$ cat src/sv/afa_pkg.sv
// ----------------------------------------------------------------------------
// afa_pkg: shared types and helpers for the affine form arithmetic unit
// Holds the request and result structs, the opcode codes, the operation
// classes used between the front and back parts, and saturation helpers.
// ----------------------------------------------------------------------------
package afa_pkg;

    localparam int DEFAULT_FRACTION_BITS = 24;
    localparam int QUEUE_DEPTH = 4;
    localparam int RAD_W = 48;

    // Opcode codes as they arrive on the request channel.
    typedef enum logic [2:0] {
        OPC_ADD   = 3'd0,
        OPC_SUB   = 3'd1,
        OPC_NEG   = 3'd2,
        OPC_SCALE = 3'd3,
        OPC_MUL   = 3'd4
    } opcode_t;

    // Operation class decided by the front part.
    typedef enum logic [2:0] {
        K_ADD,
        K_SUB,
        K_NEG,
        K_SCALE,
        K_MUL,
        K_NONE
    } op_kind_t;

    typedef struct packed {
        logic [2:0]         opcode;
        logic signed [31:0] center_a;
        logic [30:0]        err_a;
        logic signed [31:0] dev_a;
        logic signed [31:0] center_b;
        logic [30:0]        err_b;
        logic signed [31:0] dev_b;
        logic               last_term;
    } afa_in_t;

    typedef struct packed {
        logic signed [31:0] dev_out;
        logic signed [31:0] center_out;
        logic signed [31:0] err_out;
        logic               last_out;
    } afa_out_t;

    // One classified request as it waits in the queue.
    typedef struct packed {
        op_kind_t kind;
        afa_in_t  data;
    } afa_entry_t;

    localparam logic signed [65:0] SAT32_MAX = 66'sd2147483647;
    localparam logic signed [65:0] SAT32_MIN = -66'sd2147483648;
    localparam logic signed [63:0] INT64_MAX = 64'sh7FFF_FFFF_FFFF_FFFF;
    localparam logic signed [63:0] INT64_MIN = 64'sh8000_0000_0000_0000;

    // Saturate a wide signed value to 32 bits.
    function automatic logic signed [31:0] sat32(input logic signed [65:0] x);
        logic signed [31:0] r;
        if (x > SAT32_MAX)
        begin
            r = 32'sh7FFF_FFFF;
        end
        else if (x < SAT32_MIN)
        begin
            r = 32'sh8000_0000;
        end
        else
        begin
            r = x[31:0];
        end
        return r;
    endfunction

    // Saturate a 65-bit signed sum to 64 bits.
    function automatic logic signed [63:0] sat64(input logic signed [64:0] x);
        logic signed [63:0] r;
        if (x[64] != x[63])
        begin
            r = x[64] ? INT64_MIN : INT64_MAX;
        end
        else
        begin
            r = x[63:0];
        end
        return r;
    endfunction

endpackage

$ cat src/sv/afa_queue.sv
// ----------------------------------------------------------------------------
// afa_queue: short request queue between front and back
// A small circular buffer that lets the front and back parts stall
// independently of each other.
// ----------------------------------------------------------------------------
module afa_queue
    import afa_pkg::*;
(
    input  logic       clk,
    input  logic       rst_n,
    input  logic       push,
    input  afa_entry_t push_entry,
    output logic       ready,
    output logic       not_empty,
    input  logic       pop,
    output afa_entry_t pop_entry
);

    localparam int PTR_W = $clog2(QUEUE_DEPTH);

    afa_entry_t       entries [QUEUE_DEPTH];
    logic [PTR_W-1:0] wr_ptr_reg;
    logic [PTR_W-1:0] rd_ptr_reg;
    logic [PTR_W:0]   count_reg;
    logic [PTR_W:0]   count_next;

    assign ready     = count_reg != (PTR_W + 1)'(QUEUE_DEPTH);
    assign not_empty = count_reg != '0;
    assign pop_entry = entries[rd_ptr_reg];

    // Occupancy follows pushes and pops.
    always_comb
    begin
        count_next = count_reg;
        if (push && !pop)
        begin
            count_next = count_reg + 1'b1;
        end
        else if (pop && !push)
        begin
            count_next = count_reg - 1'b1;
        end
    end

    always_ff @(posedge clk or negedge rst_n)
    begin
        if (!rst_n)
        begin
            wr_ptr_reg <= '0;
            rd_ptr_reg <= '0;
            count_reg  <= '0;
        end
        else
        begin
            count_reg <= count_next;
            if (push)
            begin
                wr_ptr_reg <= wr_ptr_reg + 1'b1;
            end
            if (pop)
            begin
                rd_ptr_reg <= rd_ptr_reg + 1'b1;
            end
        end
    end

    always_ff @(posedge clk)
    begin
        if (push)
        begin
            entries[wr_ptr_reg] <= push_entry;
        end
    end

endmodule

$ cat config.mk
export PLATFORM = sky130hd
export DESIGN_NAME = afa_queue
export DESIGN_NICKNAME = d
export VERILOG_FILES = /design/src/sv/afa_pkg.sv /design/src/sv/afa_queue.sv
export SDC_FILE = /design/constraint.sdc
export NUM_CORES = 1
export LEC_CHECK = 0
export ABC_AREA = 1
export ABC_CLOCK_PERIOD_IN_PS = 7200
export BUFFER_PORTS_ARGS = -buffer_cell sky130_fd_sc_hd__buf_2
export CORE_ASPECT_RATIO = 0.9
export CORE_MARGIN = 5
export CORE_UTILIZATION = 44
export CTS_CLUSTER_DIAMETER = 40
export DETAILED_ROUTE_END_ITERATION = 16
export GPL_TIMING_DRIVEN = 0
export PLACE_DENSITY = 0.61
export RECOVER_POWER = 50
export SLEW_MARGIN = 30
export SYNTH_ARGS = -nofsm -noshare
export SYNTH_HDL_FRONTEND = slang
export SYNTH_SLANG_ARGS = --single-unit
$ cat constraint.sdc
create_clock -name clk -period 7.2 [get_ports clk]
set_input_delay 0.72 -clock clk [delete_from_list [all_inputs] [get_ports clk]]
set_output_delay 0.72 -clock clk [all_outputs]
set_load 0.02 [all_outputs]
==> results.md <==
Outcome:
- The run finished, with violations left.
- The checks that failed: max-capacitance violations, max-slew violations.

Routing:
- The number of optimization iterations in the first detailed-route pass is 5.
- In this run the remaining antenna-violating nets after routing total 0.
- The sum of routed wire length over all layers is 82900 µm.
- The via-per-instance ratio is 5.08.
- For this block, the initial DRC count from the detailed router was 1358.
- The routed layout has 19900 vias.
- In the final routed layout, each cell accounts on average for 21.2 µm.
- The detailed-route DRC error count is 0.

Synthesis:
- The number of nets produced by synthesis is 2554.
- The count of different cell masters after synthesis is 18.
- The simple-gate portion of the synthesized area is 7.13%.
- The number of synthesized register bits is 795.
- The synthesized-area fraction occupied by ao, oa, aoi and oai cells is 10.8%.
- The cell area after synthesis is 32000 µm².
- The post-synthesis share of cell area spent on full adders, half adders and majority gates is 0.258%.
- After synthesis, the largest family of logic cells by area is compound AO/OA/AOI/OAI gates.
- By count the netlist is led by sky130_fd_sc_hd__edfxtp_1, sky130_fd_sc_hd__nand2_1, sky130_fd_sc_hd__inv_1.
- After synthesis, the cell types taking the most area are sky130_fd_sc_hd__edfxtp_1, sky130_fd_sc_hd__nand2_1, sky130_fd_sc_hd__o211ai_1.
- Sequential elements use 74.5% of the synthesized area.
- In the synthesized netlist, the number of instances is 2347.
- The top flip-flop cell by instance count after synthesis is sky130_fd_sc_hd__edfxtp_1.
- The fraction of synthesized cell area taken by the top area cell type is 74.0%.
- The post-synthesis share of cell area spent on xor and xnor gates is 0.110%.
- The total of warnings raised by yosys is 0.
- For this run, asynchronously set or reset flops after synthesis account for 0.881%.
- The synthesized area per cell is 13.6 µm².
- The proportion of synthesized area in mux cells is 0%.
- Counting flops with a built-in enable in the synthesized netlist gives 788.
- The leading cell type by number of instances after synthesis is sky130_fd_sc_hd__edfxtp_1.
- The top cell type by total area after synthesis is sky130_fd_sc_hd__edfxtp_1.

STA:
- The post-route clock period utilization is 50.7%.
- The sum of negative setup slack is 0 ns.
- Headroom to the max-slew limit came out at -23.5%.
- The post-route clock skew is 0.0226 ns.
- The max-slew violation count is 29.
- The setup-violating endpoint count in the final report is 0.
- The number of endpoints with negative hold slack in the final report is 0.
- For the pin with the worst max-slew slack, the measured transition is 1.84 ns.
- The time the worst path needs with I/O delays and setup is 3.65 ns.
- Static timing analysis puts the maximum clock frequency at 274 MHz.
- Setup repair after global routing left no endpoint under its margin.

Power:
- The maximum resistive drop on vdd is 0.271 mV.
- For this design the ratio of total power to cell area is 474 nW/µm².
- Summed over all cells, the static leakage comes to 15.3 nW.

Setup path:
- Of all nets on the critical path, the largest fanout is 58.
- The startpoint type of the worst setup path is a flip-flop.
- The worst setup path is captured at a flip-flop.
- The endpoint arrival time on the critical path is 3.97 ns.
- The endpoint required time on the critical path is 7.52 ns.
- The critical setup path kind is flip-flop to flip-flop.
- The flop-to-flop setup slack is 3.55 ns.

CTS:
- The root cell of the clock tree is sky130_fd_sc_hd__clkbuf_16.
- Once the clock tree was built, the resizer swapped 0 gates to a different size.
- The number of clock buffers added by TritonCTS is 108.
- The maximum clock path buffer count is 3.
- TritonCTS built the clock tree.
- The clock insertion delay at the later pin of the skew report is 0.64 ns.
- For this design, the sink count on the clock tree is 795.
- The clock-pin transition on the worst setup and hold timing paths is 0.06 ns.
- The H-tree was split into 3 levels.

Cells and area:
- At the end of the flow, the number of nets in the layout was 3074.
- The multi-input combinational cells in the finished layout cover a total of 5870 µm².
- The sequential cells in the finished layout cover a total of 23800 µm².
- Compared with the post-synthesis result, the final layout area differs by 21.9%.
- The number of standard cells in the final layout excluding fillers is 3920.
- The layout has 5936 filler cells.
- The number of flip-flops in the largest register is 788.
- Cells with a size suffix above 1 make up 20.6% of the layout.
- After routing the design area is 39000 µm².

Floorplanning:
- The die is 294 µm wide.
- The initial utilization of the core area, before any placement, comes to 44.6%.
- The core region is 71800 µm².
- The y dimension of the die is 266 µm.
- The die covers 78200 µm².
- The number of placement rows is 93.
- For this design the top-level I/O count stands at 400.

Global routing:
- Global routing used 20.7% of the available tracks.
- For this run the aggregate overflow at the end of global routing stands at 0.
- The first global-routing pass estimated 124000 µm of wire.
- The pin count of the biggest net entering global routing is 74.
- The via count of the first global-routing pass is 20200.
- The number of antenna violations at the first check in global routing is 23.

Placement:
- The number of placed instances with taps included is 3706.
- The last weighted congestion value of the routability-driven placer is 0.780.
- The half-perimeter wire length after placement is 52900 µm.
- During placement, the flow inserted port buffers numbering 399.
- Once placement finished, the instance area stood at 35500 µm².

Job:
- The number of max-cap violations is 2.

Worst hold path:
- The tightest min-delay check is of the primary input to flip-flop type.
-- stage by stage --
stage	setup WS [ns]	utilization, %	hold slack (ns)	power, W
2_1_floorplan	1.83	-	0.424	0.0107
3_3_place_gp	-1.85	49.0	0.475	0.0135
3_5_place_dp	4.49	49.4	0.507	0.0133
4_1_cts	3.86	54.6	0.233	0.0187
5_1_grt	3.39	54.3	0.293	0.0194
6_report	3.55	54.3	0.320	0.0185
-- cells by family after synthesis --
group	Yosys count
xor+xnor	4
compound gates	396
buf+inv	540
flops	795
simple gates	606
fa+ha+maj	6
-- worst max-delay path: stages, from the launching register on --
cell,delay (ns)
sky130_fd_sc_hd__dfrtp_1,0.42
sky130_fd_sc_hd__inv_1,0.09
sky130_fd_sc_hd__ha_1,0.21
sky130_fd_sc_hd__nand2_1,0.08
sky130_fd_sc_hd__clkinvlp_2,1.39
sky130_fd_sc_hd__buf_16,0.72
sky130_fd_sc_hd__buf_16,0.28
-- power breakdown --
part	internal (W)	total, W	switching, W
Sequential	0.00605	0.00625	0.000198
Clock	0.00339	0.00540	0.00201
Combinational	0.00195	0.00682	0.00487
-- cell type report --
cell class,instances,share of cell area (%)
clock buffers,119,7.06
plain buffers,132,1.92
diodes,17,0.109
clock inverters,77,2.48
repair buffers,410,5.21
flip-flops and latches,795,61.1
multi-input cells,1012,15.0
well taps,950,3.05
inverters,408,3.98
-- timing repair --
item | CTS | global route
endpoints found under the hold margin | 7 | 0
setup buffers | 0 | 0
hold buffers | 1 | 0
-- layout by cell type (no fill, tap or decap), types with 5 or more instances in the layout --
| cell type | netlist | layout |
|---|---|---|
| sky130_fd_sc_hd__inv_1 | 407 | 403 |
| sky130_fd_sc_hd__bufinv_16 | 0 | 17 |
| sky130_fd_sc_hd__buf_6 | 12 | 12 |
| sky130_fd_sc_hd__clkinv_4 | 0 | 6 |
| sky130_fd_sc_hd__diode_2 | 0 | 17 |
| sky130_fd_sc_hd__clkbuf_16 | 0 | 108 |
| sky130_fd_sc_hd__inv_6 | 0 | 13 |
| sky130_fd_sc_hd__clkinv_1 | 0 | 8 |
| sky130_fd_sc_hd__buf_2 | 93 | 291 |
| sky130_fd_sc_hd__edfxtp_1 | 788 | 788 |
| sky130_fd_sc_hd__buf_4 | 13 | 13 |
| sky130_fd_sc_hd__o211ai_2 | 100 | 100 |
| sky130_fd_sc_hd__dfrtp_1 | 7 | 7 |
| sky130_fd_sc_hd__buf_16 | 0 | 10 |
| sky130_fd_sc_hd__nand2_1 | 602 | 602 |
| sky130_fd_sc_hd__clkbuf_1 | 14 | 225 |
| sky130_fd_sc_hd__clkinvlp_4 | 0 | 11 |
| sky130_fd_sc_hd__o211ai_1 | 294 | 294 |
| sky130_fd_sc_hd__clkinv_2 | 0 | 18 |
| sky130_fd_sc_hd__ha_1 | 5 | 5 |
-- path summary, 6_finish.rpt --
path / start / to / depth (start not counted)
hold / removal: push_entry[36] / entries[1][36] / 1
max in group asynchronous: rst_n / rd_ptr_reg[0] / 2
setup reg to reg: wr_ptr_reg[0] / entries[0][130] / 6
hold reg to reg: count_reg[2] / count_reg[2] / 2
min in group asynchronous: rst_n / rd_ptr_reg[1] / 2
setup / recovery: wr_ptr_reg[0] / entries[0][130] / 6
-- metal layers --
metal / wire [µm] / global-route usage, % / part of all wire, % / up-vias
met5: 147 / 0 / 0.18 / -
met4: 1980 / 6.18 / 2.4 / 20
met3: 7230 / 6.32 / 8.7 / 156
met2: 40100 / 33.8 / 48 / 635
met1: 33400 / 27.1 / 40 / 9788
li1: - / - / - / 9311
(Power assumes the default switching activity.)
