--- src/sv/afa_pkg.sv ---
// ----------------------------------------------------------------------------
// afa_pkg: shared types and helpers for the affine form arithmetic unit
// Holds the request and result structs, the opcode codes, the operation
// classes used between the front and back parts, and saturation helpers.
// ----------------------------------------------------------------------------
package afa_pkg;

    localparam int DEFAULT_FRACTION_BITS = 24;
    localparam int QUEUE_DEPTH = 4;
    localparam int RAD_W = 48;

    // Opcode codes as they arrive on the request channel.
    typedef enum logic [2:0] {
        OPC_ADD   = 3'd0,
        OPC_SUB   = 3'd1,
        OPC_NEG   = 3'd2,
        OPC_SCALE = 3'd3,
        OPC_MUL   = 3'd4
    } opcode_t;

    // Operation class decided by the front part.
    typedef enum logic [2:0] {
        K_ADD,
        K_SUB,
        K_NEG,
        K_SCALE,
        K_MUL,
        K_NONE
    } op_kind_t;

    typedef struct packed {
        logic [2:0]         opcode;
        logic signed [31:0] center_a;
        logic [30:0]        err_a;
        logic signed [31:0] dev_a;
        logic signed [31:0] center_b;
        logic [30:0]        err_b;
        logic signed [31:0] dev_b;
        logic               last_term;
    } afa_in_t;

    typedef struct packed {
        logic signed [31:0] dev_out;
        logic signed [31:0] center_out;
        logic signed [31:0] err_out;
        logic               last_out;
    } afa_out_t;

    // One classified request as it waits in the queue.
    typedef struct packed {
        op_kind_t kind;
        afa_in_t  data;
    } afa_entry_t;

    localparam logic signed [65:0] SAT32_MAX = 66'sd2147483647;
    localparam logic signed [65:0] SAT32_MIN = -66'sd2147483648;
    localparam logic signed [63:0] INT64_MAX = 64'sh7FFF_FFFF_FFFF_FFFF;
    localparam logic signed [63:0] INT64_MIN = 64'sh8000_0000_0000_0000;

    // Saturate a wide signed value to 32 bits.
    function automatic logic signed [31:0] sat32(input logic signed [65:0] x);
        logic signed [31:0] r;
        if (x > SAT32_MAX)
        begin
            r = 32'sh7FFF_FFFF;
        end
        else if (x < SAT32_MIN)
        begin
            r = 32'sh8000_0000;
        end
        else
        begin
            r = x[31:0];
        end
        return r;
    endfunction

    // Saturate a 65-bit signed sum to 64 bits.
    function automatic logic signed [63:0] sat64(input logic signed [64:0] x);
        logic signed [63:0] r;
        if (x[64] != x[63])
        begin
            r = x[64] ? INT64_MIN : INT64_MAX;
        end
        else
        begin
            r = x[63:0];
        end
        return r;
    endfunction

endpackage

--- src/sv/afa_front.sv ---
// ----------------------------------------------------------------------------
// afa_front: request intake and classification
// Registers each incoming request, classifies its opcode and hands it to the
// queue as soon as the queue has room.
// ----------------------------------------------------------------------------
module afa_front
    import afa_pkg::*;
(
    input  logic       clk,
    input  logic       rst_n,
    input  logic       in_valid,
    output logic       in_stall,
    input  afa_in_t    in_data,
    output logic       push,
    output afa_entry_t push_entry,
    input  logic       queue_ready
);

    logic       valid_reg;
    logic       valid_next;
    afa_entry_t entry_reg;
    op_kind_t   kind;
    logic       accept;

    // Opcode classification.
    always_comb
    begin
        unique case (in_data.opcode)
            OPC_ADD:   kind = K_ADD;
            OPC_SUB:   kind = K_SUB;
            OPC_NEG:   kind = K_NEG;
            OPC_SCALE: kind = K_SCALE;
            OPC_MUL:   kind = K_MUL;
            default:   kind = K_NONE;
        endcase
    end

    // The holding register drains into the queue whenever it has room.
    assign push       = valid_reg && queue_ready;
    assign in_stall   = valid_reg && !queue_ready;
    assign accept     = in_valid && !in_stall;
    assign push_entry = entry_reg;

    always_comb
    begin
        valid_next = valid_reg;
        if (accept)
        begin
            valid_next = 1'b1;
        end
        else if (push)
        begin
            valid_next = 1'b0;
        end
    end

    always_ff @(posedge clk or negedge rst_n)
    begin
        if (!rst_n)
        begin
            valid_reg <= 1'b0;
        end
        else
        begin
            valid_reg <= valid_next;
        end
    end

    always_ff @(posedge clk)
    begin
        if (accept)
        begin
            entry_reg.kind <= kind;
            entry_reg.data <= in_data;
        end
    end

endmodule

--- config.mk ---
export PLATFORM = sky130hd
export DESIGN_NAME = afa_front
export DESIGN_NICKNAME = d
export VERILOG_FILES = /design/src/sv/afa_pkg.sv /design/src/sv/afa_front.sv
export SDC_FILE = /design/constraint.sdc
export NUM_CORES = 1
export LEC_CHECK = 0
export ABC_AREA = 1
export ABC_CLOCK_PERIOD_IN_PS = 18600
export BUFFER_PORTS_ARGS = -buffer_cell sky130_fd_sc_hd__buf_2
export CAP_MARGIN = 25
export CELL_PAD_IN_SITES_DETAIL_PLACEMENT = 1
export CELL_PAD_IN_SITES_GLOBAL_PLACEMENT = 1
export CORE_AREA = 2 2 155 157
export DETAILED_ROUTE_END_ITERATION = 8
export DIE_AREA = 0 0 157 159
export PLACE_DENSITY = 0.7
export SYNTH_ARGS = -nofsm -noshare
export SYNTH_HDL_FRONTEND = slang
export SYNTH_SLANG_ARGS = --single-unit
export TNS_END_PERCENT = 100
--- constraint.sdc ---
create_clock -name clk -period 18.6 [get_ports clk]
set_input_delay 2.79 -clock clk [delete_from_list [all_inputs] [get_ports clk]]
set_output_delay 2.79 -clock clk [all_outputs]
set_load 0.02 [all_outputs]
==> results of run 1 <==
[logic make-up after synthesis]
kind of cell	count (synthesis)	share of synthesized area
flip-flops	198	0.990
buffers and inverters	7	0.00438
AND/OR/NAND/NOR	5	0.00313
AO/OA/AOI/OAI	2	0.00292
[per-layer routing]
metal	global-route usage	up-vias
li1	-	1683
met3	0.0732	25
met4	0.0434	4
met5	0	-
met2	0.237	254
met1	0.138	1812
[final cells by class]
| class | instances | area share |
|---|---|---|
| sequential | 198 | 0.663 |
| timing repair buffer | 399 | 0.224 |
| clock buffer | 17 | 0.0475 |
| tap | 319 | 0.0445 |
| clock inverter | 13 | 0.0133 |
| multi-input combinational | 7 | 0.00489 |
| inverter | 6 | 0.00251 |
| antenna | 3 | 0.000838 |
[worst reg2reg max path, stage by stage (launching register included)]
cell     delay [ps]
dfrtp_1         430
a21oi_4         530
buf_4           680
buf_4           700
[cell usage in the layout, fill, tap and decap left out, drive strengths merged]
| cell | Yosys | routed |
|---|---|---|
| nor2 | 2 | 2 |
| clkbuf | 1 | 17 |
| a21oi | 1 | 1 |
| diode | 0 | 3 |
| dfrtp | 1 | 1 |
| buf | 0 | 399 |
| o21ai | 1 | 1 |
| inv | 6 | 11 |
| clkinv | 0 | 8 |
| edfxtp | 197 | 197 |
| nand2 | 3 | 3 |
[power by group through the flow]
stage	Combinational, uW	Sequential, uW	Clock, uW
final	88.2	526	344
after global routing	94.6	529	375
after CTS	89.9	527	358
after detailed placement	89.8	537	0
after global placement	88.1	535	0
after floorplan	9.07	572	0
[worst min-delay path by stage]
stage                           from                    end  slack (ps)
2_1_floorplan  valid_reg$_DFFE_PN0P_  valid_reg$_DFFE_PN0P_         540
3_3_place_gp   valid_reg$_DFFE_PN0P_  valid_reg$_DFFE_PN0P_         610
3_5_place_dp   valid_reg$_DFFE_PN0P_  valid_reg$_DFFE_PN0P_         620
4_1_cts        valid_reg$_DFFE_PN0P_  valid_reg$_DFFE_PN0P_         630
5_1_grt        valid_reg$_DFFE_PN0P_  valid_reg$_DFFE_PN0P_         660
6_report       valid_reg$_DFFE_PN0P_  valid_reg$_DFFE_PN0P_         620
[cell usage after synthesis]
library cell  instances
a21oi_2               1
clkbuf_1              1
dfrtp_1               1
edfxtp_1            197
inv_1                 5
inv_2                 1
nand2_1               3
nor2_1                2
o21ai_2               1
[stage by stage]
step / area, um^2 / util / setup WS (ps) / total power, uW / cells
after global routing: 8960 / 0.386 / 12560 / 998 / 960
after floorplan: 6000 / - / 9590 / 581 / 212
final: 8960 / 0.386 / 12610 / 959 / 962
after global placement: 8410 / 0.363 / 12620 / 623 / 929
after CTS: 8950 / 0.386 / 12600 / 975 / 959
after detailed placement: 8410 / 0.363 / 12600 / 626 / 929
==> metrics.txt, run 1 <==
status finished clean; share of layout cells above drive strength 1 0.673; Register Area 0.00594 mm^2; PostCTS Resize Cnt 0; post-synth cell types 9; Fillers 2408; M1 wire length 5770 um; post-route ant nets 0; Worst path slowest cell buf_2; nets 827; R2R Path End push_entry[152]$_DFFE_PP_; final WL 17000 um; GRT Overall Usage 0.136; Post-Syn Area 0.00600 mm^2; Tcrit/Tclk final 0.322; post-detail-place hpwl 13300 um; crit-path cells buf_2 -> nand2_1 -> inv_1 -> buf_2; Num CTS Buffers 17; Setup Crit Path Kind input pin to output port; setup tns final 0 ps; later-pin clock latency in the skew report 420 ps; Worst IR Drop VDD 47.8 uV; Hold Vio Cnt, Final 0; RSZ-0062 raised after global routing no; initial DRC count 194; Critical Path RT 15810 ps; Synth Warn # 0; Multi-input gate area 43.8 um^2; post-synth top area share 0.985; clk_skew 8.59 ps; Setup crit start queue_ready; Post-CTS Setup Bufs 0; Root Buffer clkbuf_16; CTS clk-pin slew, worst paths 70 ps; CP Launch Type input pin; reg2reg path depth 3; Num Clock Sinks 198; fmax 0.167 GHz; die area 0.0250 mm^2; family with the most delay on the worst path buffers and inverters; syn avg cell area 28.3 um^2; combinational fraction of design power 0.092; hold path depth 2; sequential power share 0.549; H-tree depth 4; CP Depth 4; Final setup viols 0; antenna violations before repair 5; Port-buffer cells 396; CTS tree built; max FFs per register 197; largest net degree at the start of global routing 72; r2r startpoint valid_reg$_DFFE_PN0P_; flops & latches, synth 198; Initial Util 0.259; max-cap viol count 0; crit-path max FO 4; sequential area share after synthesis 0.990; final count of pins violating max slew 0; minimum hold slack 624 ps; Worst Path Buf+Inv 3; switch share 0.243; core area 0.0232 mm^2; Die Wd 157 um; met2 WL 8750 um; power per standard cell area 107 mW/mm^2; global-route wire length before repair 24800 um; DRC Markers 0; minimum clock period after layout 5990 ps; relative slew slack 0.403; die height 159 um; Top Metal Used met5; r2r setup slk 15860 ps; Core Rows 56; # IOs 397; CP max stage delay 150 ps; WP data arrival 3200 ps; hold crit path type register to register; Hold-fix buffers, CTS 0; via count 3778; Syn Nets 410; Synth Instances 212; total gr overflow 0; met3 WL post-DR 2160 um; Area contributors post-synth edfxtp_1, dfrtp_1, inv_1; Syn-to-layout area delta 49.3%; Routability Congestion 0.739; Worst-Margin Slew 895 ps; worst setup path endpoint push; Pre-Repair DR Iteration Count 4; CP Capture Type output port; Yosys top cell by area edfxtp_1; Worst path most repeated cell buf_2; Internal 725 uW; Bufs on Longest Clock Path 2; Clock power frac 0.359; number of global-route vias before repair 4167; Leakage 0.00378 uW; P_sw 233 uW; average wire per standard cell 17.7 um; drt via density 3.93
Note: power is estimated with default switching activity, not from simulation.
==> inputs of run 2 (changes only) <==
Settings changed: ABC_AREA 1 to 0, ABC_CLOCK_PERIOD_IN_PS 18600 to 5900.
Clock period 18.6 ns to 5.9 ns, I/O delays scaled along.
==> run 2 against run 1 <==
- combinational power increased to 3.2 times the previous value
- global-route usage fell by 0.25 points
- sequential power rose to 3.2 times the previous value
- synthesized cell count decreased by 2.8%
- total power rose to 3.2 times the previous value
- area after synthesis is 0.10% lower
- register-to-register slack lost 12000 ps
- clock skew is essentially flat
- worst setup slack got worse by 8900 ps
- critical path type unchanged
- critical endpoint is now in_stall
==> metrics.txt, run 2 <==
status finished clean; sequential area share after synthesis 0.991 (+0.00103); Pre-Repair DR Iteration Count 4 (unchanged); post-layout util 0.386 (about the same); switch share 0.245 (+0.00167); final WL 16700 um (-1.6%); top-count cell post-synth edfxtp_1; Critical Path RT 5020 ps (-10790 ps); Port-buffer cells 396 (unchanged); die area 0.0250 mm^2 (unchanged); max FFs per register 197 (unchanged); Bufs on Longest Clock Path 2 (unchanged); die height 159 um (unchanged); Synth Warn # 0 (unchanged); drt via density 3.88 (-1.3%); family with the most delay on the worst path buffers and inverters; clk_skew 8.73 ps (+0.141 ps); Routability Congestion 0.743 (+0.54%); fmax 0.453 GHz; largest net degree at the start of global routing 123 (+71%); R2R Path End push_entry[48]$_DFFE_PP_; DRC Markers 0 (unchanged); Setup Crit Path Kind input pin to output port; WP data arrival 1320 ps (-1880 ps); CP Launch Type input pin; Leakage 0.00376 uW (-0.46%); nets 820 (-0.85%); hold crit path type input pin to async pin; Yosys top cell by area edfxtp_1; CP Capture Type output port; reg2reg path depth 3 (unchanged); Syn-to-layout area delta 49.3% (about the same); CTS clk-pin slew, worst paths 70 ps (about the same); Synth Instances 206 (-2.8%); Syn Nets 404 (-1.5%); Final setup viols 0 (unchanged); sequential power share 0.546 (-0.003); flops & latches, synth 198 (unchanged); Die Wd 157 um (unchanged); Fillers 2435 (+1.1%); Internal 2290 uW (+220%); minimum clock period after layout 2210 ps; Area contributors post-synth edfxtp_1, dfrtp_1, nand2b_4; r2r setup slk 4090 ps (-11770 ps); power consumption 3030 uW (+220%); post-synth cell types 10 (+1); Clock power frac 0.362 (+0.003); H-tree depth 4 (unchanged); RSZ-0062 raised after global routing no; CP max stage delay 150 ps (about the same); GRT Overall Usage 0.133 (-0.00248); power per standard cell area 339 mW/mm^2 (+220%); share of layout cells above drive strength 1 0.678 (+0.00429); PostCTS Resize Cnt 0 (unchanged); Worst-Margin Slew 953 ps (+57.7 ps); final count of pins violating max slew 0 (unchanged); Worst path most repeated cell buf_2; Post-synth EDFFs 197 (unchanged); total gr overflow 0 (unchanged); Worst Path Buf+Inv 3 (unchanged); post-synth top area share 0.986 (+0.00103); Worst path slowest cell buf_2; Num CTS Buffers 17 (unchanged); setup tns final 0 ps (unchanged); Hold Vio Cnt, Final 0 (unchanged); # IOs 397 (unchanged); Tcrit/Tclk final 0.374; Register Area 0.00594 mm^2 (unchanged); core area 0.0232 mm^2 (unchanged); Post-CTS Setup Bufs 0 (unchanged); initial DRC count 187 (-3.6%); Worst IR Drop VDD 177 uV (+270%); average wire per standard cell 17.5 um (-0.86%); Core Rows 56 (unchanged); number of global-route vias before repair 4187 (+0.48%); Post-Syn Area 0.00600 mm^2 (-0.10%); r2r startpoint valid_reg$_DFFE_PN0P_; crit-path cells buf_2 -> nand2b_4 -> inv_1 -> buf_2; relative slew slack 0.365 (-0.0384); CTS tree built; P_sw 743 uW (+220%); post-route ant nets 0 (unchanged); syn avg cell area 29.1 um^2 (+2.8%); later-pin clock latency in the skew report 420 ps (about the same); Main synth FF type edfxtp_1; Hold-fix buffers, CTS 0 (unchanged); Initial Util 0.259 (-0.000270); antenna violations before repair 5 (unchanged); via count 3703 (-2.0%); global-route wire length before repair 24200 um (-2.4%); max-cap viol count 0 (unchanged); Multi-input gate area 48.8 um^2 (+11%); Num Clock Sinks 198 (unchanged); Root Buffer clkbuf_16; crit-path max FO 3 (-1); commonest non-fill, non-tap cell in the layout buf_2; combinational fraction of design power 0.092 (about the same); Post-synth ARST share 0.00505 (unchanged); most frequent cells in the layout buf_2, edfxtp_1, clkbuf_16, clkinv_4, inv_8
[run 2: cell count changes after synthesis]
cell	change
inv_1	-4
nand2_1	-3
nor2_1	-2
a21o_1	+1
a21oi_2	-1
and2_1	+1
and2_4	+1
inv_2	-1
nand2b_1	+1
nand2b_4	+1
nor2b_1	+1
o21ai_2	-1
[run 2: area by class of cell]
type	instances	share of cell area
Antenna cell	3	0.000838
Clock buffer	18	0.0479
Clock inverter	12	0.0129
Inverter	1	0.000419
Multi-Input combinational cell	6	0.00545
Sequential cell	198	0.663
Tap cell	319	0.0446
Timing Repair Buffer	398	0.224
[run 2: logic make-up after synthesis]
logic type | synth area share
flops | 0.991
simple gates | 0.00689
buf+inv | 0.00125
compound gates | 0.00125
[run 2: worst register-to-register path: stages (launching register included)]
cell and delay (ps):
dfrtp_1 410, nand2b_4 90, and2_4 160, buf_4 700
[run 2: per-layer routing]
layer	vias up	wire, um	global-route usage
met5	-	13	0
li1	1665	-	-
met1	1778	5750	0.126
met3	25	1840	0.0691
met2	233	8760	0.242
met4	2	363	0.0496
[run 2: how the worst max path moves through the flow]
stage	endpoint	slack [ps]	cells past startpoint	from
6_report	in_stall	3690	4	queue_ready
4_1_cts	in_stall	3690	4	queue_ready
5_1_grt	in_stall	3670	4	queue_ready
3_5_place_dp	push_entry[122]$_DFFE_PP_	3470	4	queue_ready
2_1_floorplan	push_entry[0]$_DFFE_PP_	3070	2	queue_ready
3_3_place_gp	push_entry[22]$_DFFE_PP_	3520	4	queue_ready
[run 2: power by group through the flow]
stage,registers [uW],logic (uW),clock network (uW)
after global routing,1670,298,1190
after detailed placement,1690,284,0
after global placement,1690,277,0
after floorplan,1790,28.8,0
after CTS,1660,284,1150
final,1660,279,1100
[run 2: stage by stage]
step | instances | cell area (um^2) | worst slack [ps] | hold WS, ps
CTS | 952 | 8950 | 3690 | 193
global route | 953 | 8950 | 3670 | 190
detailed placement | 922 | 8400 | 3470 | 537
finish | 955 | 8950 | 3690 | 222
floorplan | 206 | 6000 | 3070 | 507
global placement | 922 | 8400 | 3520 | 534
